`config.mk`:
```
export PLATFORM = sky130hd
export DESIGN_NAME = dpbs_front
export DESIGN_NICKNAME = d
export VERILOG_FILES = /design/src/rtl/core/dpbs_pkg.sv /design/src/rtl/core/dpbs_front.sv
export SDC_FILE = /design/constraint.sdc
export NUM_CORES = 1
export LEC_CHECK = 0
export BUFFER_PORTS_ARGS = -buffer_cell sky130_fd_sc_hd__buf_4
export CORE_ASPECT_RATIO = 1.5
export CORE_MARGIN = 2
export CORE_UTILIZATION = 45
export CTS_BUF_LIST = sky130_fd_sc_hd__clkbuf_4 sky130_fd_sc_hd__clkbuf_8 sky130_fd_sc_hd__clkbuf_16
export DETAILED_ROUTE_END_ITERATION = 16
export HOLD_SLACK_MARGIN = 0.08
export PLACE_DENSITY = 0.71
export SYNTH_ARGS = -nofsm -noshare
export SYNTH_HDL_FRONTEND = slang
export SYNTH_SLANG_ARGS = --single-unit
```
`constraint.sdc`:
```
create_clock -name i_clk -period 2.7 [get_ports i_clk]
set_clock_uncertainty 0.05 [all_clocks]
set_input_delay 0.27 -clock i_clk [delete_from_list [all_inputs] [get_ports i_clk]]
set_output_delay 0.27 -clock i_clk [all_outputs]
set_load 0.05 [all_outputs]
```
`src/rtl/core/dpbs_pkg.sv`:
```
// Shared types and constants for the pop-both-sum double-ended queue.
// Used by the front end, the command queue, the back end and the top level.
`default_nettype none

package dpbs_pkg;

    // Default ring store depth and command queue depth
    localparam int DEPTH_DEF  = 1024;
    localparam int CMDQ_DEPTH = 4;

    // Input operation codes
    typedef enum logic [1:0] {
        OP_PUSH_FRONT = 2'd0,
        OP_PUSH_BACK  = 2'd1,
        OP_POP_SUM    = 2'd2
    } t_opcode;

    // Result status codes
    typedef enum logic [1:0] {
        ST_OK    = 2'd0,
        ST_EMPTY = 2'd1,
        ST_FULL  = 2'd2
    } t_status;

    // Command kinds passed from front end to back end
    typedef enum logic [1:0] {
        KIND_WRITE  = 2'd0,
        KIND_POP    = 2'd1,
        KIND_STATUS = 2'd2
    } t_kind;

    // Command control part; ring addresses travel beside it
    typedef struct packed {
        t_kind       kind;
        t_status     status;
        logic [31:0] value;
    } t_cmd_ctl;

endpackage

`default_nettype wire

```
`src/rtl/core/dpbs_front.sv`:
```
// Front end: accepts operations, keeps head, tail and entry count, and
// turns each defined operation into a store write, a pop read or a status command.
// Depends on dpbs_pkg.
`default_nettype none

module dpbs_front #(
    parameter int DEPTH = dpbs_pkg::DEPTH_DEF,
    parameter int AW    = $clog2(DEPTH)
) (
    input  wire logic               i_clk,
    input  wire logic               i_rst_n,
    input  wire logic               i_accept,
    input  wire logic [1:0]         i_opcode,
    input  wire logic [31:0]        i_value,
    output dpbs_pkg::t_cmd_ctl      o_cmd_ctl,
    output logic [AW-1:0]           o_addr_a,
    output logic [AW-1:0]           o_addr_b,
    output logic                    o_cmd_push
);

    localparam int CW = $clog2(DEPTH + 1);
    localparam logic [AW-1:0] LAST_IDX = AW'(DEPTH - 1);

    logic [AW-1:0] r_head, n_head;
    logic [AW-1:0] r_tail, n_tail;
    logic [CW-1:0] r_count, n_count;
    logic [AW-1:0] head_prev, head_next, tail_prev, tail_next;
    logic          is_full, is_empty;

    // Ring neighbors with wrap at the last index
    always_comb begin
        head_prev = (r_head == '0) ? LAST_IDX : r_head - AW'(1);
        head_next = (r_head == LAST_IDX) ? '0 : r_head + AW'(1);
        tail_prev = (r_tail == '0) ? LAST_IDX : r_tail - AW'(1);
        tail_next = (r_tail == LAST_IDX) ? '0 : r_tail + AW'(1);
        is_full   = (r_count == CW'(DEPTH));
        is_empty  = (r_count == '0);
    end

    // Classify the operation and update pointers
    always_comb begin
        n_head           = r_head;
        n_tail           = r_tail;
        n_count          = r_count;
        o_cmd_push       = 1'b0;
        o_cmd_ctl.kind   = dpbs_pkg::KIND_STATUS;
        o_cmd_ctl.status = dpbs_pkg::ST_OK;
        o_cmd_ctl.value  = i_value;
        o_addr_a         = r_head;
        o_addr_b         = tail_prev;
        if (i_accept) begin
            case (i_opcode)
                dpbs_pkg::OP_PUSH_FRONT, dpbs_pkg::OP_PUSH_BACK: begin
                    o_cmd_push = 1'b1;
                    if (is_full) begin
                        o_cmd_ctl.kind   = dpbs_pkg::KIND_STATUS;
                        o_cmd_ctl.status = dpbs_pkg::ST_FULL;
                    end else begin
                        o_cmd_ctl.kind = dpbs_pkg::KIND_WRITE;
                        n_count        = r_count + CW'(1);
                        if (i_opcode == dpbs_pkg::OP_PUSH_FRONT) begin
                            n_head   = head_prev;
                            o_addr_a = head_prev;
                        end else begin
                            n_tail   = tail_next;
                            o_addr_a = r_tail;
                        end
                    end
                end
                dpbs_pkg::OP_POP_SUM: begin
                    o_cmd_push = 1'b1;
                    if (is_empty) begin
                        o_cmd_ctl.kind   = dpbs_pkg::KIND_STATUS;
                        o_cmd_ctl.status = dpbs_pkg::ST_EMPTY;
                    end else begin
                        o_cmd_ctl.kind = dpbs_pkg::KIND_POP;
                        n_head         = head_next;
                        // Single entry: drop only the front
                        if (r_count == CW'(1)) begin
                            n_count = '0;
                        end else begin
                            n_tail  = tail_prev;
                            n_count = r_count - CW'(2);
                        end
                    end
                end
                default: begin
                    // Unused code: drop the item
                    o_cmd_push = 1'b0;
                end
            endcase
        end
    end

    // Hold pointer state
    always_ff @(posedge i_clk) begin
        if (!i_rst_n) begin
            r_head  <= '0;
            r_tail  <= '0;
            r_count <= '0;
        end else begin
            r_head  <= n_head;
            r_tail  <= n_tail;
            r_count <= n_count;
        end
    end

endmodule

`default_nettype wire

```
Word level (Yosys, flattened, before mapping):

Cells that the tools add are included.

* equality and inequality tests: 11
* div/mod/pow operators: 0
* multipliers: 0
* multiplexer cells: 28
* shifts and indexed selects: 0
* $lt $le $gt $ge: 0
* bitwise operators: 0
* reductions and logical operators: 10
* $add $sub $neg: 6

Operators by type and width (number)
* 10-bit two-way mux: 15
* 10-bit one-hot mux with 2 select lines: 2
* 11-bit two-way mux: 3
* 11-bit one-hot mux with 2 select lines: 1
* 10-bit by 1-bit adder with 10-bit output (second input constant): 2
* 10-bit == test (second input constant): 2
* 10-bit zero test: 2
* 10-bit by 1-bit subtractor with 10-bit output (second input constant): 2
* 11-bit by 1-bit adder with 11-bit output (second input constant): 1
* 11-bit by 1-bit == test with 1-bit output (second input constant): 1
* 11-bit == test (second input constant): 1
* 11-bit zero test: 1
* 11-bit by 2-bit subtractor with 11-bit output (second input constant): 1
* 2-bit inequality test (second input constant): 5
* 4-bit one-hot mux with 2 select lines: 1
* 6-bit AND reduction: 1
* 5-bit AND reduction: 1
* 2-bit two-way mux: 2
* 4-bit two-way mux: 1
* 4-bit AND reduction: 1
* 1-bit two-way mux: 3
* 3-bit OR reduction: 1
* 2-bit by 1-bit == test with 1-bit output (second input constant): 1
* 2-bit == test (second input constant): 1
* 3 further kinds: 3

* bits in writable memories: 0
* word-level logic and storage cells: 58
* register bits: 31
* bits of input ports: 37
* latch bits: 0
* memory bits (read-only): 0
* memories kept: 0

Logic depth before layout (Yosys ltp):

Gate-level depths: netlist of the first run.

* depth after elaboration: 6
* gate-level depth with buffers: 10
* depth with buffers taken out: 7

Least setup slack after synthesis of the first run:

No wires, ideal clock.

* kind: register -> output
* start point: register r_head[0]
* end point: output o_addr_a[0]
* data arrival time: 2.822 ns
* data required time: 2.380 ns
* cell stages (with the launch flop): 9
* path slack: -0.442 ns
* cell sequence: dfxtp_1 -> clkbuf_1 -> inv_1 -> ha_1 -> nor4b_2 -> nand3_1 -> and2_1 -> o2bb2ai_1 -> o21ai_0

* word-level cells in the longest chain between the ends: 6
* elaborated cells on any way between the ends: 7
* classes of those cells: add/sub: 1; mux: 5; reduce/logical: 1

Ends and longest elaborated chain
* start, declared: line dpbs_front.sv:24 `logic [AW-1:0] r_head, n_head;`
* start signal, assigned: line dpbs_front.sv:102 `r_head <= n_head;`
* 10-bit by 1-bit subtractor with 10-bit output / 10-bit zero test (equally long branches): line dpbs_front.sv:32 `head_prev = (r_head == '0) ? LAST_IDX : r_head - AW'(1);`
* 10-bit two-way mux: line dpbs_front.sv:32
* 10-bit two-way mux: line dpbs_front.sv:61 `if (i_opcode == dpbs_pkg::OP_PUSH_FRONT) begin`
* 10-bit two-way mux: line dpbs_front.sv:55 `if (is_full) begin`
* 10-bit two-way mux: line dpbs_front.sv:52 `case (i_opcode)`
* 10-bit two-way mux *: line dpbs_front.sv:51 `if (i_accept) begin`
* end, declared: line dpbs_front.sv:16 `output logic [AW-1:0] o_addr_a,`

Every way passes the cells marked *; elsewhere a longest branch is shown, timed or not.

Final worst setup path of the first run:

* start point: register r_tail[1]
* end point: output o_addr_b[1]

* word-level cells in the longest chain between the ends: 2
* elaborated cells on any way between the ends: 3
* classes of those cells: add/sub: 1; mux: 1; reduce/logical: 1

Ends and longest elaborated chain
* start, declared: line dpbs_front.sv:25 `logic [AW-1:0] r_tail, n_tail;`
* start signal, assigned: line dpbs_front.sv:103 `r_tail <= n_tail;`
* 10-bit by 1-bit subtractor with 10-bit output / 10-bit zero test (equally long branches): line dpbs_front.sv:34 `tail_prev = (r_tail == '0) ? LAST_IDX : r_tail - AW'(1);`
* 10-bit two-way mux *: line dpbs_front.sv:34
* end, declared: line dpbs_front.sv:17 `output logic [AW-1:0] o_addr_b,`

Marked as above.

==> impl_metrics.csv, run 1 <==
group,metric,value,unit
status,outcome,"finished clean",
drt,final_antenna_net_count,0,
placed_design,io_buffers,29,
cells_and_area,nFillCells,745,
power,peakVddDrop,0.280,mV
sta,slew_headroom,48.4,%
sta,worst_pin_slew,774,ps
die,dieArea,8050,µm²
worst_setup_path,r2r_slack,280,ps
clock_network,numClockSinks,31,
power,report.power.total,2.11,mW
sta,setup_slack,130,ps
worst_setup_path,reg2reg_to,"r_tail[7]$_SDFFE_PN0P_",
synth,ys.flop_type,"dfxtp_1",
clock_network,clock_path_buffers,2,
placed_design,place_area,3390,µm²
drt,dr.pass1.iters,4,
global_route,grt_usage,24.8,%
power,p_int,1.14,mW
cells_and_area,final_cells,567,
hold_path,hold_class,"input pin to flop",
die,io_pins,94,
hold_path,hold_depth,2,
clock_network,clockRootBuffer,"clkbuf_8",
sta,hold_viol_final,0,
worst_setup_path,r2r-start,"r_tail[1]$_SDFFE_PN0P_",
global_route,grt_pass1_vias,3318,
placed_design,place_worst_setup_slack,197,ps
worst_setup_path,reg2reg_depth,7,
hold_path,hp-start,"i_rst_n",
die,start_util,46.0,%
flow_run,drv_cap,0,
synth,synth_async_sr_flop_share,0,%
synth,synth_area,3300,µm²
synth,seq_area_frac_synth,18.8,%
sta,finalSetupViolCount,0,
synth,synth_seq_cells,31,
clock_network,cts_tree,"built",
die,dieWidth,73.9,µm
hold_path,min_to,"r_count[7]$_SDFFE_PN0P_",
worst_setup_path,cp_data_required_time,2380,ps
drt,vias,3625,
power,p_per_area,595,nW/µm²
power,seq_power_share,27.2,%
cells_and_area,final_area,3550,µm²
sta,layout_min_cycle_time,2570,ps
synth,yosys.area.top_type_share,18.8,%
worst_setup_path,critPathMaxFanout,6,
global_route,grt_pass1_wl,15600,µm
placed_design,dp_hpwl,7040,µm
clock_network,cts.clk_slew.worst_paths,80,ps
synth,yosys_warnings,0,
clock_network,clk_latency,290,ps
global_route,antenna_found_initial,0,
synth,synth_edf_count,0,
cells_and_area,drive_gt1_share,16.5,%
worst_setup_path,crit_arrival,2250,ps
synth,yosys-top-cells-area,"dfxtp_1, buf_4, a21oi_1",
clock_network,htreeDepth,2,
placed_design,place.gp.congestion,0.981,
drt,route.detailed.drc,0,
cells_and_area,nets,512,
power,clkPwrFrac,20.4,%
synth,synth_nets,536,
worst_setup_path,crit_start,"r_tail[1]$_SDFFE_PN0P_",
die,core_area,7180,µm²
die,die_h,109,µm
drt,wirelength,9890,µm
global_route,grt_overflow,0,
placed_design,dp_cells,557,
cells_and_area,area_growth,7.62,%
power,switching_power,0.971,mW
drt,drtIter0Drc,303,
worst_setup_path,end_kind,"output port",
worst_setup_path,crit_path_start_kind,"flop",
worst_setup_path,crit_type,"flop to output port",
sta,fin_crit_sh,95.2,%
sta,fmax,389,MHz
power,p_leak,1.34,nW
clock_network,hold_buffers,0,
drt,wl_per_cell,17.4,µm
cells_and_area,diodes,0,
global_route,grt_max_degree,23,
die,rows,38,
clock_network,numCtsBuffers,5,
drt,vias_per_cell,6.39,
synth,avgSynthCellArea,6.73,µm²
cells_and_area,utilization,49.5,%
power,pwr-share-comb,52.3,%
synth,netlist_instances,490,
sta,slew_viol_final,0,
synth,synth_largest_area_cell,"dfxtp_1",
synth,yosysUniqueCellTypes,61,
power,switching_share,46.0,%
==> worst max-delay path, cell delays in order (launching register included) <==
cell and delay, ps:
dfxtp_1 310, inv_1 90, ha_1 250, or4b_1 480, or3_1 480, nand2_1 140
buf_4 210
==> layout by cell type, fill, tap and decap left out, types with 6 or more instances in the layout <==
cell type  instances
nand4_1           10
nor3_1            21
clkbuf_8           7
and3_1             6
buf_4             50
dfxtp_1           31
nor2_1            42
o211ai_1           8
nand3_1           12
a31oi_1           14
o21ai_0           26
ha_1               8
o22ai_1            8
o32ai_1            7
xnor2_1            7
nor4_1            10
inv_1             18
xor2_1             7
a21oi_1           40
nand2_1           43
==> registers in the layout, summed over array words and instances (netlist names) <==
register	count
r_count	11
r_head	10
r_tail	10
==> worst max-delay path by stage <==
stage | slack [ps] | depth (start not counted) | to
finish | 130 | 6 | o_addr_b[1]
global placement | 260 | 8 | o_addr_a[7]
global route | -4 | 8 | o_addr_a[3]
CTS | 20 | 8 | o_addr_a[7]
detailed placement | 200 | 8 | o_addr_a[3]
floorplan | -60 | 8 | o_addr_a[0]
==> power groups by stage <==
stage	Combinational [mW]	Sequential (mW)	Clock, mW
global route	1.19	0.581	0.456
floorplan	0.953	0.526	0
global placement	1.04	0.576	0
CTS	1.06	0.569	0.439
detailed placement	1.05	0.577	0
finish	1.11	0.575	0.432
==> layer usage <==
| layer | vias to the layer above | global-route usage (%) | wire (µm) |
|---|---|---|---|
| li1 | 1713 | - | - |
| met1 | 1662 | 28.8 | 3810 |
| met2 | 210 | 42.9 | 4950 |
| met3 | 40 | 2.77 | 701 |
| met4 | 0 | 13.9 | 427 |
| met5 | - | 0 | 0 |
==> layout make-up <==
cell class,count,area [µm²],share of cell area [%]
clock buffer,8,104,2.92
inverter,19,71.3,2.01
multi-input combinational,358,2230,62.9
sequential,31,621,17.5
tap,100,125,3.52
timing repair buffer,51,395,11.1
==> Yosys cell counts (all sizes together) (4+ instances only) <==
| cell | n |
|---|---|
| nand2b | 5 |
| a211oi | 4 |
| o22ai | 8 |
| nand4 | 10 |
| nand2 | 43 |
| mux2i | 5 |
| ha | 9 |
| a31oi | 15 |
| xor2 | 7 |
| and3 | 6 |
| nand3 | 13 |
| or3 | 5 |
| o32ai | 7 |
| buf | 40 |
| nor4 | 11 |
| xnor2 | 7 |
| nor3 | 23 |
| nor2 | 42 |
| clkbuf | 42 |
| o211ai | 8 |
| inv | 19 |
| o21ai | 28 |
| dfxtp | 31 |
| nor2b | 4 |
| and4 | 5 |
| and2 | 4 |
| a21oi | 40 |
==> cells by family after synthesis <==
logic type	synth area share, %
xor+xnor	3.72
compound gates	29.4
fa+ha+maj	3.41
mux	1.86
flops	18.8
buf+inv	15.2
simple gates	27.6
==> metrics by stage <==
step	hold WS [ps]	TNS (ps)
5_1_grt	328	-4.17
3_3_place_gp	461	0
3_5_place_dp	458	0
2_1_floorplan	375	-65.0
6_report	322	0
4_1_cts	321	0
==> timing repair <==
action | in CTS | in global routing
setup endpoints to repair | 6 | 10
resized for setup | 2 | 6
setup buffers | 0 | 2
No activity file was read; power rests on OpenSTA's default activity.
==> run 2: changes to the inputs <==
--- a/config.mk
+++ b/config.mk
@@ -8,11 +8,11 @@
 export BUFFER_PORTS_ARGS = -buffer_cell sky130_fd_sc_hd__buf_4
 export CORE_ASPECT_RATIO = 1.5
 export CORE_MARGIN = 2
-export CORE_UTILIZATION = 45
+export CORE_UTILIZATION = 54
 export CTS_BUF_LIST = sky130_fd_sc_hd__clkbuf_4 sky130_fd_sc_hd__clkbuf_8 sky130_fd_sc_hd__clkbuf_16
 export DETAILED_ROUTE_END_ITERATION = 16
 export HOLD_SLACK_MARGIN = 0.08
-export PLACE_DENSITY = 0.71
+export PLACE_DENSITY = 0.82
 export SYNTH_ARGS = -nofsm -noshare
 export SYNTH_HDL_FRONTEND = slang
 export SYNTH_SLANG_ARGS = --single-unit
==> run 2 against run 1 <==
  * The flow now finishes with violations (negative setup slack)
  * Non-clock buffer count is 2 higher
  * Sequential share of layout area is 0.35 points higher
  * Utilization is 10 points higher
  * Setup slack worse by 170 ps
  * Cell area is 1.6% lower
  * Hold slack worse by 12 ps
  * Combinational power hardly changed
  * Cell count is 4.6% lower
  * Critical path type unchanged
  * Largest power group unchanged
==> impl_metrics.csv, run 2 (same netlist as run 1, synthesis figures left out) <==
group,metric,value,unit
status,outcome,"finished, violations left",
status,failed_checks,"negative setup slack",
drt,dr.pass1.iters,5,
clock_network,cts_tree,"built",
cells_and_area,nFillCells,554,
cells_and_area,final_area,3500,µm²
cells_and_area,nets,514,
placed_design,place_area,3350,µm²
cells_and_area,final_common_cell,"buf_4",
sta,worst_pin_slew,844,ps
global_route,grt_max_degree,23,
cells_and_area,utilization,59.5,%
clock_network,cts.clk_slew.worst_paths,70,ps
worst_setup_path,critPathMaxFanout,8,
worst_setup_path,end_kind,"output port",
sta,slew_viol_final,0,
placed_design,io_buffers,29,
clock_network,clock_path_buffers,2,
die,rows,34,
global_route,antenna_found_initial,0,
cells_and_area,diodes,0,
placed_design,dp_hpwl,6750,µm
sta,finalSetupViolCount,1,
sta,fmax,365,MHz
sta,setup_slack,-36.8,ps
drt,vias_per_cell,6.79,
sta,setup-tns-final,-36.8,ps
die,dieWidth,67.8,µm
die,dieArea,6760,µm²
drt,final_antenna_net_count,0,
hold_path,hold_class,"input pin to flop",
die,start_util,56.2,%
cells_and_area,final_cell_mix,"buf_4, nand2_1, nor2_1",
flow_run,drv_cap,0,
die,die_h,99.7,µm
global_route,grt_pass1_vias,3355,
worst_setup_path,crit_path_start_kind,"flop",
cells_and_area,largest_reg_flops,11,
cells_and_area,largest_register,"r_count",
drt,drtIter0Drc,379,
clock_network,numClockSinks,31,
clock_network,clk_latency,290,ps
power,p_per_area,594,nW/µm²
cells_and_area,area_growth,5.95,%
sta,fin_crit_sh,101,%
power,report.power.total,2.08,mW
drt,wirelength,9710,µm
sta,slew_headroom,43.4,%
worst_setup_path,crit_arrival,2420,ps
clock_network,clockRootBuffer,"clkbuf_8",
placed_design,place.gp.congestion,0.985,
worst_setup_path,crit_type,"flop to output port",
drt,route.detailed.drc,0,
cells_and_area,drive_gt1_share,17.3,%
worst_setup_path,cp_data_required_time,2380,ps
clock_network,numCtsBuffers,5,
drt,vias,3671,
global_route,grt_pass1_wl,15900,µm
global_route,grt_overflow,0,
die,io_pins,94,
sta,hold_viol_final,0,
global_route,grt_usage,29.7,%
drt,wl_per_cell,17.9,µm
cells_and_area,top_regs,"r_count (11), r_head (10), r_tail (10)",
power,peakVddDrop,0.275,mV
sta,layout_min_cycle_time,2740,ps
die,core_area,5870,µm²
power,p_leak,1.34,nW
clock_network,hold_buffers,0,
clock_network,htreeDepth,2,
## run 2: routing by layer
layer  share of wire, %  vias up  track usage (%)
met5                  0        -                0
li1                   -     1729                -
met4                4.6        0             18.5
met3                8.7       47             4.41
met2                 49      226             45.8
met1                 38     1669             37.9
## run 2: path summary, 6_finish.rpt
kind | startpoint | depth (start not counted) | end | slack [ps]
worst max register to register | r_tail[1]$_SDFFE_PN0P_ | 7 | r_tail[7]$_SDFFE_PN0P_ | 340
worst max-delay path | r_head[1]$_SDFFE_PN0P_ | 9 | o_addr_a[5] | -40
worst min register to register | r_tail[1]$_SDFFE_PN0P_ | 2 | r_tail[1]$_SDFFE_PN0P_ | 500
worst min-delay path | i_rst_n | 2 | r_count[7]$_SDFFE_PN0P_ | 310
## run 2: worst max-delay path, cell delays in order, from the launching register on
cell and delay [ps]:
dfxtp_2 360, inv_1 100, ha_2 240, nor4b_4 260
buf_4 190, nand3_1 100, and2_1 240, a21oi_1 200
o22a_1 210, buf_4 210
## run 2: area by class of cell
cell class                 count  area, µm²  area share [%]
clock inverter                 1       5.00           0.143
timing repair buffer          53        398            11.4
sequential                    31        623            17.8
inverter                      19       71.3            2.04
multi-input combinational    358       2220            63.6
clock buffer                   7       83.8            2.40
tap                           72       90.1            2.58
## run 2: timing repair
item	CTS	global route
endpoints found under the setup margin	8	11
buffers inserted	0	3
resized for setup	2	8
## run 2: through the flow
stage	setup WS, ps	std cells	hold slack (ps)
4_1_cts	22.9	538	302
6_report	-36.8	541	311
3_3_place_gp	288	530	450
5_1_grt	-86.8	541	315
2_1_floorplan	-65.0	490	375
3_5_place_dp	195	530	472
## run 2: power breakdown
group / total (mW) / internal, mW / switching, mW
sequential: 0.571 / 0.495 / 0.0757
combinational: 1.11 / 0.402 / 0.708
clock: 0.394 / 0.201 / 0.193
total: 2.08 / 1.10 / 0.977
==> run 3: changes to the inputs <==
--- a/config.mk
+++ b/config.mk
@@ -6,13 +6,15 @@
 export NUM_CORES = 1
 export LEC_CHECK = 0
 export BUFFER_PORTS_ARGS = -buffer_cell sky130_fd_sc_hd__buf_4
+export CELL_PAD_IN_SITES_DETAIL_PLACEMENT = 1
+export CELL_PAD_IN_SITES_GLOBAL_PLACEMENT = 1
 export CORE_ASPECT_RATIO = 1.5
 export CORE_MARGIN = 2
-export CORE_UTILIZATION = 54
+export CORE_UTILIZATION = 37
 export CTS_BUF_LIST = sky130_fd_sc_hd__clkbuf_4 sky130_fd_sc_hd__clkbuf_8 sky130_fd_sc_hd__clkbuf_16
 export DETAILED_ROUTE_END_ITERATION = 16
 export HOLD_SLACK_MARGIN = 0.08
-export PLACE_DENSITY = 0.82
+export PLACE_DENSITY_LB_ADDON = 0.1
 export SYNTH_ARGS = -nofsm -noshare
 export SYNTH_HDL_FRONTEND = slang
 export SYNTH_SLANG_ARGS = --single-unit
==> run 3 against run 2 <==
  * The flow now finishes without violations
  * Setup slack better by 200 ps
  * First-iteration DRC count decreased by 60%
  * Critical endpoint is now o_addr_a[4]
  * Flip-flop and latch count is the same
  * Die area grew 43%
  * Cell count increased by 7.8%
==> impl_metrics.csv, run 3 (same netlist as run 1, synthesis figures left out) <==
group,metric,value,unit
cells_and_area,nets,518,
clock_network,numCtsBuffers,5,
power,clkPwrFrac,27.0,%
sta,fmax,395,MHz
power,p_leak,1.39,nW
clock_network,clock_path_buffers,2,
worst_setup_path,crit_start,"r_count[2]$_SDFFE_PN0P_",
drt,vias_per_cell,6.23,
status,outcome,"finished clean",
hold_path,min_to,"r_count[7]$_SDFFE_PN0P_",
hold_path,hp-start,"i_rst_n",
cells_and_area,final_area,3640,µm²
cells_and_area,diodes,0,
worst_setup_path,crit_arrival,2210,ps
sta,rsz0062_at_grt,"no",
die,io_pins,94,
cells_and_area,area.sequential,621,µm²
worst_setup_path,cp_data_required_time,2380,ps
power,switching_share,44.5,%
power,switching_power,1.03,mW
power,pwr-share-comb,48.7,%
global_route,grt_usage,25.1,%
cells_and_area,final_common_cell,"buf_4",
worst_setup_path,end_kind,"output port",
worst_setup_path,r2r_slack,330,ps
clock_network,clockRootBuffer,"clkbuf_16",
cells_and_area,final_cell_mix,"buf_4, nand2_1, nor2_1",
drt,drtIter0Drc,151,
global_route,grt_overflow,0,
sta,slew_viol_final,0,
drt,final_antenna_net_count,0,
clock_network,cts_tree,"built",
global_route,grt_max_degree,23,
worst_setup_path,crit_path_start_kind,"flop",
global_route,grt_pass1_vias,3565,
global_route,grt_pass1_wl,18900,µm
drt,wl_per_cell,20.5,µm
cells_and_area,multiInputGateArea,2220,µm²
cells_and_area,largest_register,"r_count",
global_route,antenna_found_initial,0,
die,rows,42,
placed_design,io_buffers,29,
cells_and_area,top_regs,"r_count (11), r_head (10), r_tail (10)",
clock_network,numClockSinks,31,
die,core_area,8720,µm²
sta,fin_crit_sh,93.9,%
worst_setup_path,reg2reg_to,"r_tail[7]$_SDFFE_PN0P_",
sta,worst_pin_slew,1040,ps
placed_design,dp_hpwl,9040,µm
drt,dr.pass1.iters,4,
clock_network,cts.clk_slew.worst_paths,60,ps
die,dieWidth,81.1,µm
drt,wirelength,11900,µm
power,report.power.total,2.33,mW
worst_setup_path,r2r-start,"r_tail[1]$_SDFFE_PN0P_",
worst_setup_path,crit_type,"flop to output port",
cells_and_area,area_growth,10.3,%
cells_and_area,nFillCells,1165,
power,p_int,1.29,mW
sta,finalSetupViolCount,0,
clock_network,clk_latency,280,ps
power,seq_power_share,24.3,%
power,p_per_area,639,nW/µm²
die,dieArea,9700,µm²
die,die_h,120,µm
flow_run,drv_cap,0,
placed_design,place_area,3440,µm²
cells_and_area,drive_gt1_share,17.3,%
hold_path,hold_depth,2,
hold_path,hold_class,"input pin to flop",
sta,slew_headroom,30.3,%
sta,layout_min_cycle_time,2530,ps
drt,route.detailed.drc,0,
sta,hold-worst-slack,331,ps
power,peakVddDrop,0.272,mV
drt,vias,3635,
clock_network,htreeDepth,2,
worst_setup_path,reg2reg_depth,7,
worst_setup_path,critPathMaxFanout,11,
placed_design,place.gp.congestion,0.906,
cells_and_area,largest_reg_flops,11,
die,start_util,37.8,%
sta,hold_viol_final,0,
cells_and_area,utilization,41.7,%
==> run 3: changes by cell type in the layout (fill, tap and decap cells not counted) <==
cell / delta
buf_4: +4
clkbuf_16: +5
clkbuf_4: -1
clkbuf_8: -3
clkinv_2: -1
dfxtp_1: +2
dfxtp_2: -2
ha_1: +1
ha_2: -1
nor2b_1: +1
nor2b_4: -1
nor4_1: -1
nor4_2: +1
==> run 3: critical path, cell delays in order (launching register included) <==
cell,delay (ps)
dfxtp_1,410
nor4_2,470
nand4_1,240
nor2b_1,200
buf_4,180
a2bb2oi_1,190
buf_4,240
==> run 3: worst max-delay path by stage <==
stage	to	slack, ps
after floorplan	o_addr_a[0]	-60
after global placement	o_addr_a[7]	260
after detailed placement	o_addr_a[7]	150
after CTS	o_addr_a[7]	2
after global routing	o_addr_a[8]	10
final	o_addr_a[4]	170
==> run 3: what timing repair did <==
item,in CTS,in global routing
endpoints found under the setup margin,7,8
resized for setup,2,4
hold buffers,0,0
setup buffers,0,1
==> run 3: layout make-up <==
| type | instances | share of cell area (%) |
|---|---|---|
| clock buffers | 8 | 4.40 |
| inverters | 19 | 1.96 |
| multi-input cells | 358 | 61.0 |
| flip-flops and latches | 31 | 17.1 |
| well taps | 110 | 3.78 |
| repair buffers | 57 | 11.8 |
==> run 3: power groups by stage <==
stage               sequential (mW)  clock (mW)  combinational [mW]
floorplan                     0.526           0               0.953
CTS                           0.562       0.644                1.12
detailed placement            0.569           0                1.11
global placement              0.568           0                1.09
finish                        0.565       0.628                1.13
global route                  0.572       0.655                1.22
==> run 3: layer usage <==
layer / vias to the layer above / GRT usage (%) / share of wire [%]
li1: 1726 / - / -
met1: 1800 / 28.5 / 41
met2: 81 / 46.0 / 52
met3: 28 / 2.56 / 3.4
met4: 0 / 10.7 / 3.5
met5: - / 0 / 0
==> run 3: through the flow <==
step	worst slack (ps)	TNS, ps	std cells
global route	10.5	0	583
CTS	1.87	0	582
finish	166	0	583
floorplan	-65.0	-65.0	490
global placement	258	0	574
detailed placement	153	0	574
